==> src/rtl/core/prl_pkg.sv <==
// ---------------------------------------------------------------------------
// prl_pkg: shared types and constants for the positional record list
// Field widths, stream packing offsets, request codes and the structs that
// travel between the control logic and the record cells.
// ---------------------------------------------------------------------------
package prl_pkg;

    localparam int unsigned DEFAULT_CAPACITY = 64;

    localparam int unsigned ACT_W   = 3;
    localparam int unsigned POS_W   = 7;
    localparam int unsigned ID_W    = 32;
    localparam int unsigned PAY_W   = 32;
    localparam int unsigned STAT_W  = 2;
    localparam int unsigned FOUND_W = 6;
    localparam int unsigned LEN_W   = 7;

    // input tdata: action, position, entry_id, entry_payload
    localparam int unsigned IN_ACT_LSB  = 0;
    localparam int unsigned IN_POS_LSB  = IN_ACT_LSB + ACT_W;
    localparam int unsigned IN_ID_LSB   = IN_POS_LSB + POS_W;
    localparam int unsigned IN_PAY_LSB  = IN_ID_LSB + ID_W;
    localparam int unsigned IN_USED_W   = IN_PAY_LSB + PAY_W;
    localparam int unsigned IN_DATA_W   = ((IN_USED_W + 7) / 8) * 8;

    // output tdata: status, found_index, out_id, out_payload, list_length
    localparam int unsigned OUT_STAT_LSB  = 0;
    localparam int unsigned OUT_FOUND_LSB = OUT_STAT_LSB + STAT_W;
    localparam int unsigned OUT_ID_LSB    = OUT_FOUND_LSB + FOUND_W;
    localparam int unsigned OUT_PAY_LSB   = OUT_ID_LSB + ID_W;
    localparam int unsigned OUT_LEN_LSB   = OUT_PAY_LSB + PAY_W;
    localparam int unsigned OUT_USED_W    = OUT_LEN_LSB + LEN_W;
    localparam int unsigned OUT_DATA_W    = ((OUT_USED_W + 7) / 8) * 8;

    typedef enum logic [ACT_W-1:0] {
        ACT_INSERT = 3'd0,
        ACT_REMOVE = 3'd1,
        ACT_MODIFY = 3'd2,
        ACT_SEARCH = 3'd3,
        ACT_GET    = 3'd4
    } t_action;

    typedef enum logic [STAT_W-1:0] {
        ST_DONE     = 2'd0,
        ST_BADPOS   = 2'd1,
        ST_FULL     = 2'd2,
        ST_NOTFOUND = 2'd3
    } t_status;

    typedef enum logic [1:0] {
        CMD_NONE,
        CMD_INSERT,
        CMD_REMOVE,
        CMD_MODIFY
    } t_cmd_op;

    typedef enum logic {
        PRB_SEARCH,
        PRB_GET
    } t_probe_kind;

    typedef enum logic [1:0] {
        S_IDLE,
        S_WALK,
        S_EMIT
    } t_state;

    typedef struct packed {
        logic [ID_W-1:0]  id;
        logic [PAY_W-1:0] payload;
    } t_rec;

    // broadcast edit applied by every cell in the same cycle
    typedef struct packed {
        t_cmd_op          op;
        logic [POS_W-1:0] pos;
        t_rec             rec;
    } t_cmd;

    // lookup token handed from cell to cell, one hop per cycle
    typedef struct packed {
        logic               valid;
        t_probe_kind        kind;
        logic               hit;
        logic [ID_W-1:0]    key;
        logic [POS_W-1:0]   pos;
        logic [FOUND_W-1:0] found;
        t_rec               rec;
    } t_probe;

    typedef struct packed {
        t_status            status;
        logic [FOUND_W-1:0] found;
        t_rec               rec;
    } t_result;

endpackage

==> src/rtl/core/prl_cell.sv <==
// ---------------------------------------------------------------------------
// prl_cell: one slot of the record list
// Holds one record, shifts it to or from a neighbor on insert and remove,
// and forwards the lookup token, marking it on the first match.
// ---------------------------------------------------------------------------
module prl_cell
    import prl_pkg::*;
#(
    parameter int unsigned CAPACITY = DEFAULT_CAPACITY,
    parameter int unsigned IDX      = 0
) (
    input  logic                               i_clk,
    input  logic                               i_rst_n,
    input  t_cmd                               i_cmd,
    input  t_rec                               i_left_rec,
    input  t_rec                               i_right_rec,
    input  logic [$clog2(CAPACITY + 1)-1:0]    i_count,
    input  t_probe                             i_probe,
    output t_rec                               o_rec,
    output t_probe                             o_probe
);

    localparam int unsigned CNT_W  = $clog2(CAPACITY + 1);
    localparam int unsigned CMP_W  = (CNT_W > POS_W) ? CNT_W : POS_W;
    localparam logic [CMP_W-1:0]   MY_IDX   = CMP_W'(IDX);
    localparam logic [FOUND_W-1:0] MY_FOUND = FOUND_W'(IDX);

    t_rec   r_rec;
    t_rec   n_rec;
    t_probe r_probe;
    t_probe n_probe;

    logic [CMP_W-1:0] w_cmd_pos;
    logic [CMP_W-1:0] w_prb_pos;
    logic             w_occupied;

    assign w_cmd_pos  = CMP_W'(i_cmd.pos);
    assign w_prb_pos  = CMP_W'(i_probe.pos);
    assign w_occupied = MY_IDX < CMP_W'(i_count);

    always_comb begin
        n_rec = r_rec;
        case (i_cmd.op)
            CMD_INSERT: begin
                if (MY_IDX > w_cmd_pos) begin
                    n_rec = i_left_rec;
                end else if (MY_IDX == w_cmd_pos) begin
                    n_rec = i_cmd.rec;
                end
            end
            CMD_REMOVE: begin
                if (MY_IDX >= w_cmd_pos) begin
                    n_rec = i_right_rec;
                end
            end
            CMD_MODIFY: begin
                if (MY_IDX == w_cmd_pos) begin
                    n_rec = i_cmd.rec;
                end
            end
            default: begin
                n_rec = r_rec;
            end
        endcase
    end

    always_comb begin
        n_probe = i_probe;
        // first match wins: later cells leave a marked token alone
        if (i_probe.valid && !i_probe.hit && w_occupied) begin
            case (i_probe.kind)
                PRB_SEARCH: begin
                    if (r_rec.id == i_probe.key) begin
                        n_probe.hit   = 1'b1;
                        n_probe.found = MY_FOUND;
                    end
                end
                PRB_GET: begin
                    if (w_prb_pos == MY_IDX) begin
                        n_probe.hit = 1'b1;
                        n_probe.rec = r_rec;
                    end
                end
                default: begin
                    n_probe = i_probe;
                end
            endcase
        end
    end

    always_ff @(posedge i_clk) begin
        r_rec <= n_rec;
    end

    always_ff @(posedge i_clk) begin
        if (!i_rst_n) begin
            r_probe <= '0;
        end else begin
            r_probe <= n_probe;
        end
    end

    assign o_rec   = r_rec;
    assign o_probe = r_probe;

endmodule

==> config.mk <==
export PLATFORM = sky130hd
export DESIGN_NAME = prl_cell
export DESIGN_NICKNAME = d
export VERILOG_FILES = /design/src/rtl/core/prl_pkg.sv /design/src/rtl/core/prl_cell.sv
export SDC_FILE = /design/constraint.sdc
export NUM_CORES = 1
export LEC_CHECK = 0
export BUFFER_PORTS_ARGS = -buffer_cell sky130_fd_sc_hd__buf_2
export CAP_MARGIN = 20
export CORE_AREA = 2 2 196 198
export DETAILED_ROUTE_END_ITERATION = 10
export DIE_AREA = 0 0 198 200
export SETUP_SLACK_MARGIN = 0.05
export SLEW_MARGIN = 30
export SYNTH_ARGS = -nofsm -noshare
export SYNTH_HDL_FRONTEND = slang
export SYNTH_SLANG_ARGS = --single-unit
==> constraint.sdc <==
create_clock -name i_clk -period 3.4 [get_ports i_clk]
set_input_delay 0.68 -clock i_clk [delete_from_list [all_inputs] [get_ports i_clk]]
set_output_delay 0.68 -clock i_clk [all_outputs]
set_load 0.03 [all_outputs]
# After elaboration in Yosys (flattened, before gate mapping)
# Index checks and enable logic that the tools add are counted.
# W data, S select, Z words.
[word_totals]
in_bits = 322
reg_bits = 176
elab_cells = 38
output_inout_bits = 176
[classes]
n_lt_le_gt_ge = 3
bitwise_logic = 1
n_reduce_logical = 7
n_eq_ne = 5
n_mux = 12
[op_table]
columns = ["operator", "count"]
rows = [
  ["$mux W64", 5],
  ["$pmux W64 S3", 1],
  ["$mux W110", 1],
  ["$eq A32 B32 Y1", 1],
  ["$logic_not A7 Y1", 2],
  ["$mux W6", 2],
  ["$ge A1 B7 Y1 const A", 1],
  ["$gt A1 B7 Y1 const A", 1],
  ["$lt A1 B7 Y1 const A", 1],
  ["$eq A2 B2 Y1 const B", 2],
  ["$reduce_bool A3 Y1", 1],
  ["$eq A2 B1 Y1 const B", 1],
  ["$logic_and A1 B1 Y1", 2],
  ["$mux W1", 2],
  ["$ne A2 B2 Y1 const B", 1],
  ["$pmux W1 S2", 1],
  ["$reduce_and A2 Y1", 1],
  ["$logic_not A1 Y1", 1],
  ["$not A1 Y1", 1],
]

# Depth between registers and ports, before layout
# Gate-level depths: netlist (run 1).
[logic_depth]
word_depth = 4
mapped_depth = 7
depth_no_buf = 5

# Least setup slack after synthesis (run 1)
# No wires, ideal clock.
[synth_timing]
path_kind = "input-to-reg"
from = "input port i_cmd[67] (netlist name)"
to = "register r_rec, in the netlist o_rec[0] (enable)"
setup_ns = 0.398
arrival_ns = 1.999
stages = 2
setup_slack_ns = 1.003
n_path_buf = 0
required_ns = 3.002
path_cell_list = "nor4_1 a31o_2"
[synth_between]
elab_chain_len = 3
[synth_rtl]
columns = ["element", "line_no", "source"]
rows = [
  ["start: declaration", "prl_cell.sv:14", "input t_cmd i_cmd,"],
  ["$ge A1 B7 Y1", "prl_cell.sv:52", "if (MY_IDX >= w_cmd_pos) begin"],
  ["$ne A2 B2 Y1 (no source line)", "n/a", ""],
  ["$reduce_and A2 Y1 (no source line)", "n/a", ""],
  ["end signal: assignment", "prl_cell.sv:92", "r_rec <= n_rec;"],
  ["end: declaration", "prl_cell.sv:28", "t_rec r_rec;"],
]
# Every way passes these cells.
# A chain may end at the register's enable or synchronous reset.

# Worst setup path in the final report (run 1)
[layout_timing]
from = "input port i_probe[110] (netlist name)"
to = "register r_probe, in the netlist o_probe[1]"
[layout_between]
elab_chain_len = 2
[layout_rtl]
columns = ["element", "line_no", "source"]
rows = [
  ["start: declaration", "prl_cell.sv:18", "input t_probe i_probe,"],
  ["$mux W64", "prl_cell.sv:71", "case (i_probe.kind)"],
  ["$mux W110", "prl_cell.sv:70", "if (i_probe.valid && !i_probe.hit && w_occupied) begin"],
  ["end signal: assignment", "prl_cell.sv:99", "r_probe <= n_probe;"],
  ["end: declaration", "prl_cell.sv:30", "t_probe r_probe;"],
]
# Every way passes these cells.

==> results.md, run 1 <==
- Status: completed
- GRT Total Usage: about 14%
- Achievable clock frequency: about 0.43 GHz
- Slew @ Worst Pin: roughly 0.93 ns
- Antenna violations before repair: 4
- Met1 GRT Util: 16.7%
- Pin count of the biggest net entering global routing: a little under 70
- Hold Path Class: input port to flip-flop
- Mapped Nets: 1043
- WS Path Type: input port to flip-flop
- Final setup viols: 0
- CP Data Required Time: between 3 and 4 ns
- Final HPWL from detailed placement: 21.7 mm
- CP Capture Type: flip-flop
- Cell count after synthesis: about 720
- Layout Cells excl Fill: 1665
- Clock Skews: 0.0140 ns
- Leakage: 5.27 nW
- DRC: 0
- Clock power frac: 36.3%
- DP Cell Count: 1632
- DRT iter0 DRCs: 277
- Seq/Total Area, Yosys: 58.2%
- DRT antenna net count: 0
- WL/cell: 17.0 um
- Cell area after synthesis: 7160 um2
- Hold Vio Cnt, Final: 0
- Die W: 198 um
- TritonCTS Sinks: 176
- RSZ-0062 raised after global routing: false
- Pwr dens: 494 nW/um2
- Nets@finish: 1462
- Netlist cell types: 30
- Register Area: 4160 um2
- Full die area: 39600 um2
- Pre-CTS worst setup slack: 0.530 ns
- Grt met3 use: 4.30%
- Max Cap Viol: 0
- Slowest CP cell: nand3_4
- H-tree levels: 4
- Reg clk slew, reported paths: 0.08 ns
- Relative slew margins: 38.1%
- First-pass GRT wire length: ~40 mm
- Psw: around 0.0015 W
- Footprint of the multi-input gates: around 2800 um2
- GRT overflow: 0
- CTS Root Cell: clkbuf_16
- Final Critical Period: 2.34 ns
- Setup slack after layout: 1.06 ns
- Pint: 0.00364 W
- 1st-pass router iterations: 4
- Filler cells: 4003
- Fraction of layout cells with a size suffix above 1: 42.2%
- Synthesis-to-finish area growth: 46.6%
- Vias: 6748
- Final hold slack: 0.438 ns
- CP bufs+invs: 1
- Sw frac: between 20% and 30%
- Max Buffers Root-to-Sink: 2
- Post-cts resize count: 0
- Port bufs: 433
- CTS Buf Count: 17
- Crit-path max cell delay: 0.82 ns
- Routed vias/inst: 4.05
- Post-CTS Hold Buffers: 0
- Number of global-route vias before repair: 6391
- Initial Util: 19.1%
- Mean Syn Cell Area: 9.93 um2
- Io pins: about 500
- Sequential share of power: 47.1%
- Most frequent cells in the layout: buf_2, nand2_1, dfxtp_1
- Max-slew violations: 0
- Setup Buffers After CTS: 0
- CP top delay family: simple AND/OR/NAND/NOR gates
- Maximum vdd drop: 0.000360 V
- Critical path, cell by cell: buf_2 > nor4b_1 > nand3_4 > nand2_1 > a21oi_1
- CP max FO: 64
- Worst EP arrival: ~2.7 ns
- Final RePlAce weighted congestion: between 0.8 and 0.9
- Seq cells post-synth: 176
- Global-route track usage on met2: 23.6%
- Final period util: 68.8%
- Logic pwr share: approximately 17%
- GRT Max-Usage Layer: met2
- Total core area: 37400 um2
- Total Wirelength: roughly 28 mm
- Row Count: 71
- Startpoint class of the critical path: input port
- Commonest non-fill, non-tap cell in the layout: buf_2
- Die Span Y: 200 um
- CTS tree: built
- Setup total negative slack: 0 ns
- Yosys warns: 0
- Clock Latency Late Sink: 0.46 ns
[per-layer routing]
layer	wire length [um]	part of all wire, %
met4	350	1.2
met2	14100	50
met3	2070	7.3
met5	44	0.16
met1	11800	42
[cells by family (layout without fill, tap and decap cells)]
kind of cell	count (synthesis)	after routing	share of synthesized area, %
compound gates	134	134	9.61
xor+xnor	31	31	3.79
buf+inv	47	479	2.90
flops	176	176	58.2
mux	64	64	8.95
other cells	0	1	0
simple gates	269	269	16.6
[final timing paths]
check	from	end	slack [ns]	cells past startpoint
worst max-delay path	i_probe[110]	o_probe[1]$_SDFF_PN0_	1.06	5
worst min-delay path	i_probe[76]	o_probe[76]$_SDFF_PN0_	0.44	2
worst max register to register	o_rec[50]$_DFFE_PP_	o_probe[65]$_SDFF_PN0_	1.26	5
worst min register to register	o_rec[30]$_DFFE_PP_	o_probe[30]$_SDFF_PN0_	0.56	2
[through the flow]
step	cell area [um2]	utilization, %	power [W]
after floorplan	7160	-	0.00293
after global placement	9940	26.6	0.00335
after detailed placement	9940	26.6	0.00336
after CTS	10500	28.1	0.00526
after global routing	10500	28.1	0.00539
final	10500	28.1	0.00518
[flip-flops by register name, summed over array words and instances, names as in the netlist]
name / count
o_probe: 112
o_rec: 64
[synthesized netlist by cell type]
| cell type | instances | area share, % |
|---|---|---|
| a211oi_1 | 1 | 0.10 |
| a21oi_1 | 65 | 4.5 |
| a31o_2 | 1 | 0.12 |
| and2_1 | 41 | 3.6 |
| and3_1 | 1 | 0.087 |
| buf_1 | 6 | 0.31 |
| buf_2 | 7 | 0.49 |
| buf_4 | 6 | 0.63 |
| clkbuf_1 | 26 | 1.4 |
| dfxtp_1 | 112 | 31 |
| edfxtp_1 | 64 | 27 |
| inv_1 | 2 | 0.10 |
| mux2i_1 | 64 | 8.9 |
| nand2_1 | 200 | 10 |
| nand2b_1 | 1 | 0.087 |
| nand3_2 | 1 | 0.14 |
| nand4_1 | 2 | 0.17 |
| nor2_1 | 7 | 0.37 |
| nor2b_1 | 1 | 0.087 |
| nor3_1 | 3 | 0.21 |
| nor4_1 | 8 | 0.70 |
| nor4_2 | 1 | 0.17 |
| nor4_4 | 1 | 0.30 |
| nor4b_1 | 1 | 0.12 |
| o21ai_0 | 4 | 0.28 |
| o21ai_1 | 62 | 4.3 |
| o41ai_2 | 1 | 0.23 |
| or2_0 | 1 | 0.087 |
| xnor2_1 | 1 | 0.12 |
| xor2_1 | 30 | 3.7 |
[power by group through the flow]
stage          registers [W]  clock network, W  logic, W
2_1_floorplan        0.00272                 0  0.000216
3_3_place_gp         0.00249                 0  0.000862
3_5_place_dp         0.00249                 0  0.000872
4_1_cts              0.00245           0.00194  0.000873
5_1_grt              0.00246           0.00200  0.000929
6_report             0.00244           0.00188  0.000861
[final cells by class]
cell class                 instances  share of cell area, %
clock buffer                      20                   4.45
clock inverter                    12                  0.799
inverter                           2                 0.0715
antenna                            1                 0.0238
tap                              511                   6.09
timing repair buffer             445                   22.0
multi-input combinational        498                   26.9
sequential                       176                   39.7
[worst reg2reg max path, delay by kind of cell, from the launching register on]
family	cells	cell delay, ns
simple gates	4	1.22
flops	1	0.53
xor+xnor	1	0.25
(Power assumes the default switching activity.)
==> run 2: changes to the inputs <==
==> constraint.sdc (replaced) <==
create_clock -name i_clk -period 1.9 [get_ports i_clk]
set_input_delay 0.38 -clock i_clk [delete_from_list [all_inputs] [get_ports i_clk]]
set_output_delay 0.38 -clock i_clk [all_outputs]
set_load 0.03 [all_outputs]
==> run 2 against run 1 <==
Against the previous run: first-iteration DRC count up 9.4%; sequential share of layout area down 1.9 points; cell area rose by 4.9%; global-route usage is 0.60 points higher; routed wire length increased by 4.1%; non-clock buffer count is 50 higher; worst setup slack got worse by 0.95 ns; utilization rose by 1.4 points; highest routed layer unchanged.
==> results.md, run 2 (synthesis gave the netlist of run 1 again) <==
- Status: completed
- Psw: 0.00299 W (+94%)
- Logic pwr share: 17.6% (+1.0 points)
- Final hold slack: 0.129 ns (-0.309 ns)
- CP bufs+invs: 1 (unchanged)
- Critical path, cell by cell: xor2_1 > nor4_1 > nand4_1 > nor4_4 > buf_4 > nor2_1
- Sequential share of power: 45.1% (-2.0 points)
- DRT antenna net count: 0 (unchanged)
- RSZ-0062 raised after global routing: true
- TritonCTS Sinks: 176 (unchanged)
- Setup total negative slack: 0 ns (unchanged)
- HP Start: i_probe[64]
- CTS Buf Count: 17 (unchanged)
- First-pass GRT wire length: 41.0 mm (+3.7%)
- Post-CTS Hold Buffers: 0 (unchanged)
- Worst EP arrival: 2.15 ns (-0.53 ns)
- Final period util: 94.2%
- Nets@finish: 1512 (+3.4%)
- Reg clk slew, reported paths: 0.08 ns (about the same)
- Die Span Y: 200 um (unchanged)
- Fraction of layout cells with a size suffix above 1: 44.7% (+2.6 points)
- Final HPWL from detailed placement: 23.7 mm (+9.3%)
- Clock Skews: 0.0101 ns (-0.00389 ns)
- Total core area: 37400 um2 (unchanged)
- GRT overflow: 0 (unchanged)
- Leakage: 5.56 nW (+5.5%)
- Final RePlAce weighted congestion: 0.899 (+9.3%)
- Vias: 7026 (+4.1%)
- Startpoint class of the critical path: flip-flop
- Final setup viols: 0 (unchanged)
- Dpl cell area: 10400 um2 (+4.2%)
- Max Cap Viol: 0 (unchanged)
- Row Count: 71 (unchanged)
- Hold Path Class: input port to flip-flop
- Clock Latency Late Sink: 0.46 ns (about the same)
- Number of global-route vias before repair: 6770 (+5.9%)
- CTS Root Cell: clkbuf_16
- Pwr dens: 869 nW/um2 (+76%)
- Die W: 198 um (unchanged)
- Full die area: 39600 um2 (unchanged)
- Relative slew margins: 71.8% (+34 points)
- Sw frac: 31.3% (+1.5 points)
- CTS tree: built
- DRT iter0 DRCs: 303 (+9.4%)
- Routed vias/inst: 4.09 (+0.91%)
- Max Buffers Root-to-Sink: 2 (unchanged)
- Port bufs: 433 (unchanged)
- Max-slew violations: 0 (unchanged)
- Crit-path max cell delay: 0.48 ns (-0.34 ns)
- 1st-pass router iterations: 5 (+1)
- WL/cell: 17.2 um (+0.84%)
- Slew @ Worst Pin: 0.422 ns (-0.506 ns)
- Pin count of the biggest net entering global routing: 59 (-14%)
- CP top delay family: simple AND/OR/NAND/NOR gates
- Fin area: 11000 um2 (+4.9%)
- FF-to-FF Start: o_rec[51]$_DFFE_PP_
- Maximum vdd drop: 0.000646 V (+79%)
- Pint: 0.00658 W (+81%)
- Achievable clock frequency: 0.559 GHz
- Io pins: 498 (unchanged)
- Most frequent cells in the layout: buf_2, nand2_1, dfxtp_1
- Initial Util: 19.1% (unchanged)
- CP Data Required Time: 2.26 ns (-1.48 ns)
- GRT Total Usage: 14.5% (+0.60 points)
- CP Capture Type: flip-flop
- Clock power frac: 37.3% (+1.0 points)
- Hold Vio Cnt, Final: 0 (unchanged)
- Slowest CP cell: edfxtp_1
- Max reg flops: 112 (unchanged)
- WS Path Type: flip-flop to flip-flop
- Final Critical Period: 1.79 ns
- Total Wirelength: 29.5 mm (+4.1%)
- Antenna violations before repair: 8 (+4)
- DRC: 0 (unchanged)
- Critical Path Start: o_rec[51]$_DFFE_PP_
- CP max FO: 6 (-91%)
- Commonest non-fill, non-tap cell in the layout: buf_2
- Synthesis-to-finish area growth: 53.8%
- H-tree levels: 4 (unchanged)
-- run 2: path summary, 6_finish.rpt --
check | to | slack [ns] | depth (start not counted)
worst max register to register | o_probe[69]$_SDFF_PN0_ | 0.11 | 6
worst max-delay path | o_probe[69]$_SDFF_PN0_ | 0.11 | 6
worst min register to register | o_probe[23]$_SDFF_PN0_ | 0.56 | 2
worst min-delay path | o_probe[64]$_SDFF_PN0_ | 0.13 | 3
-- run 2: layout make-up --
| class | count | area [um2] |
|---|---|---|
| Clock buffer | 17 | 425 |
| Timing Repair Buffer | 495 | 2770 |
| Clock inverter | 15 | 166 |
| Antenna cell | 4 | 10.0 |
| Fill cell | 3970 | 26400 |
| Multi-Input combinational cell | 498 | 2830 |
| Inverter | 2 | 7.51 |
| Tap cell | 511 | 639 |
| Sequential cell | 176 | 4160 |
-- run 2: layer usage --
metal / part of all wire (%) / vias to the layer above / track usage [%]
met1: 40 / 3255 / 16.5
met2: 48 / 352 / 24.1
met4: 1.7 / 6 / 5.54
met5: 0.12 / - / 0
li1: - / 3383 / -
met3: 10 / 30 / 6.23
-- run 2: power by group through the flow --
stage                     sequential, W  clock [W]  combinational [W]
after floorplan                 0.00486          0           0.000388
after global placement          0.00440          0            0.00167
after detailed placement        0.00440          0            0.00168
after CTS                       0.00432    0.00369            0.00169
after global routing            0.00434    0.00380            0.00181
final                           0.00432    0.00357            0.00169
-- run 2: repair_timing --
action	4_1_cts	5_1_grt
pin swaps	1	9
gates resized for setup	1	1
setup buffers	1	5
endpoints found under the setup margin	6	7
-- run 2: worst reg2reg max path, delay by kind of cell (launching register included) --
kind,cells,cell delay (ns)
xor gates and xnor gates,1,0.18
buffers and inverters,1,0.17
DFF,1,0.48
and+or+nand+nor,4,0.85
-- run 2: through the flow --
step	instances	utilization [%]	power [W]	setup WS, ns
CTS	1709	29.3	0.00969	0.0750
finish	1718	29.4	0.00957	0.110
global route	1715	29.4	0.00995	0.0144
global placement	1676	27.7	0.00607	-0.169
detailed placement	1676	27.7	0.00609	-0.112
floorplan	721	-	0.00525	0.0865
==> run 3: changes to the inputs <==
--- a/config.mk
+++ b/config.mk
@@ -8,6 +8,7 @@
 export BUFFER_PORTS_ARGS = -buffer_cell sky130_fd_sc_hd__buf_2
 export CAP_MARGIN = 20
 export CORE_AREA = 2 2 196 198
+export CTS_BUF_LIST = sky130_fd_sc_hd__clkbuf_4 sky130_fd_sc_hd__clkbuf_8
 export DETAILED_ROUTE_END_ITERATION = 10
 export DIE_AREA = 0 0 198 200
 export SETUP_SLACK_MARGIN = 0.05
==> run 3 against run 2 <==
Against the previous run: clock-buffer cell count stayed put; first-iteration DRC count is 6.6% lower; clock power shrank 24%; worst hold slack worse by 0.071 ns; power decreased by 9.1%; sequential share of layout area increased by 0.63 points; sequential power about the same; via count up 0.28%; maximum frequency is 2.0% lower; utilization fell by 0.49 points.
==> results.md, run 3 (synthesis gave the netlist of run 1 again) <==
- Status: completed
- Initial Util: 19.1% (unchanged)
- CTS Root Cell: clkbuf_8
- Maximum vdd drop: 0.000438 V (-32%)
- Most frequent cells in the layout: buf_2, nand2_1, dfxtp_1
- Relative slew margins: 72.2% (+0.44 points)
- GRT Total Usage: 14.5% (about the same)
- Psw: 0.00289 W (-3.4%)
- Fin area: 10800 um2 (-1.6%)
- Setup slack after layout: 0.0733 ns (-0.0371 ns)
- Sequential share of power: 49.6% (+4.5 points)
- Layout Cells excl Fill: 1719 (+0.058%)
- Min-Delay Path Depth: 3 (unchanged)
- Final Critical Period: 1.83 ns (+0.0371 ns)
- Hold Path Class: input port to flip-flop
- Max Cap Viol: 0 (unchanged)
- Routed vias/inst: 4.10 (+0.23%)
- Worst r2r dst: o_probe[68]$_SDFF_PN0_
- Synthesis-to-finish area growth: 51.3%
- CP Data Required Time: 2.32 ns (+0.06 ns)
- FF-to-FF path depth: 7 (+1)
- Final HPWL from detailed placement: 23.7 mm (unchanged)
- Final setup viols: 0 (unchanged)
- CP Capture Type: flip-flop
- H-tree levels: 4 (unchanged)
- CTS Buf Count: 17 (unchanged)
- Pint: 0.00581 W (-12%)
- CP max FO: 6 (unchanged)
- Die W: 198 um (unchanged)
- Total Wirelength: 29.5 mm (+0.13%)
- Total core area: 37400 um2 (unchanged)
- Final RePlAce weighted congestion: 0.899 (unchanged)
- DRT antenna net count: 0 (unchanged)
- FF-to-FF Start: o_rec[40]$_DFFE_PP_
- Clock Latency Late Sink: 0.52 ns (+0.06 ns)
- Slew @ Worst Pin: 0.416 ns (-0.00572 ns)
- Io pins: 498 (unchanged)
- HP Start: i_probe[64]
- Clock Skews: 0.0133 ns (+0.00322 ns)
- Logic pwr share: 19.4% (+1.8 points)
- Leakage: 5.48 nW (-1.4%)
- Full die area: 39600 um2 (unchanged)
- Setup total negative slack: 0 ns (unchanged)
- First-pass GRT wire length: 41.0 mm (about the same)
- Fraction of layout cells with a size suffix above 1: 44.7% (about the same)
- Port bufs: 433 (unchanged)
- WS Path Type: flip-flop to flip-flop
- Die Span Y: 200 um (unchanged)
- Worst R2R Setup Slack: 0.07 ns (-0.04 ns)
- Achievable clock frequency: 0.547 GHz (-2.0%)
- Pre-CTS worst setup slack: -0.112 ns (unchanged)
- Commonest non-fill, non-tap cell in the layout: buf_2
- DRT iter0 DRCs: 283 (-6.6%)
- Final period util: 96.1% (+2.0 points)
- Worst Hold End: o_probe[64]$_SDFF_PN0_
- Hold Vio Cnt, Final: 0 (unchanged)
- Reg clk slew, reported paths: 0.11 ns (+0.03 ns)
- Dpl cell area: 10400 um2 (unchanged)
- Worst EP arrival: 2.25 ns (+0.10 ns)
- Max reg flops: 112 (unchanged)
- Pin count of the biggest net entering global routing: 59 (unchanged)
- Startpoint class of the critical path: flip-flop
- Antenna violations before repair: 8 (unchanged)
- TritonCTS Sinks: 176 (unchanged)
- RSZ-0062 raised after global routing: true
- Number of global-route vias before repair: 6762 (-0.12%)
- CTS tree: built
- Max Buffers Root-to-Sink: 2 (unchanged)
- Pwr dens: 803 nW/um2 (-7.6%)
- Vias: 7046 (+0.28%)
- 1st-pass router iterations: 5 (unchanged)
- WL/cell: 17.2 um (about the same)
- Clock power frac: 31.0% (-6.3 points)
- DRC: 0 (unchanged)
- DP Cell Count: 1676 (unchanged)
- Sw frac: 33.3% (+2.0 points)
- Row Count: 71 (unchanged)
- Max-slew violations: 0 (unchanged)
- GRT overflow: 0 (unchanged)
- Nets@finish: 1514 (+0.13%)
[run 3: cell count changes in the layout (fill, tap and decap cells not counted), sizes merged]
cell / previous run / this run
buf: 495 / 497
diode: 4 / 3
[run 3: final cells by class]
type / count / area (um2)
fillers: 3983 / 26600
flip-flops and latches: 176 / 4160
multi-input cells: 498 / 2830
repair buffers: 497 / 2790
well taps: 511 / 639
clock buffers: 17 / 234
clock inverters: 15 / 166
inverters: 2 / 7.51
diodes: 3 / 7.51
[run 3: through the flow]
stage | hold slack, ns | utilization (%) | power (W)
finish | 0.0582 | 29.0 | 0.00870
global route | 0.0240 | 28.9 | 0.00908
CTS | 0.00354 | 28.8 | 0.00881
detailed placement | 0.544 | 27.7 | 0.00609
global placement | 0.534 | 27.7 | 0.00607
floorplan | 0.494 | - | 0.00525
[run 3: power groups by stage]
stage / clock network, W / logic [W] / registers (W)
2_1_floorplan: 0 / 0.000388 / 0.00486
3_3_place_gp: 0 / 0.00167 / 0.00440
3_5_place_dp: 0 / 0.00168 / 0.00440
4_1_cts: 0.00280 / 0.00169 / 0.00432
5_1_grt: 0.00293 / 0.00181 / 0.00434
6_report: 0.00270 / 0.00169 / 0.00432
[run 3: routing by layer]
metal / GRT usage (%) / share of wire (%)
met5: 0 / 0.15
met1: 16.5 / 39
met3: 6.27 / 11
met2: 23.9 / 48
met4: 5.99 / 2.2
[run 3: how the worst max path moves through the flow]
stage	startpoint	end	slack, ns
after global routing	o_rec[40]$_DFFE_PP_	o_probe[68]$_SDFF_PN0_	-0.06
after CTS	o_rec[44]$_DFFE_PP_	o_probe[109]$_SDFF_PN0_	0.07
final	o_rec[40]$_DFFE_PP_	o_probe[68]$_SDFF_PN0_	0.07
after floorplan	o_rec[60]$_DFFE_PP_	o_probe[109]$_SDFF_PN0_	0.09
after global placement	i_probe[95]	o_probe[66]$_SDFF_PN0_	-0.17
after detailed placement	i_probe[95]	o_probe[69]$_SDFF_PN0_	-0.11
[run 3: timing repair]
action | in CTS | in global routing
pin swaps | 1 | 9
buffers inserted | 1 | 7
gates resized for setup | 1 | 1
hold buffers | 0 | 0
setup endpoints to repair | 6 | 7
[run 3: worst max-delay path, cell delays in order (launching register included)]
cell and delay [ns]:
edfxtp_1 0.51, xor2_1 0.20, nor4_2 0.30, nand4_1 0.12, buf_4 0.17, nor4_4 0.21, buf_4 0.18, nor2_1 0.05
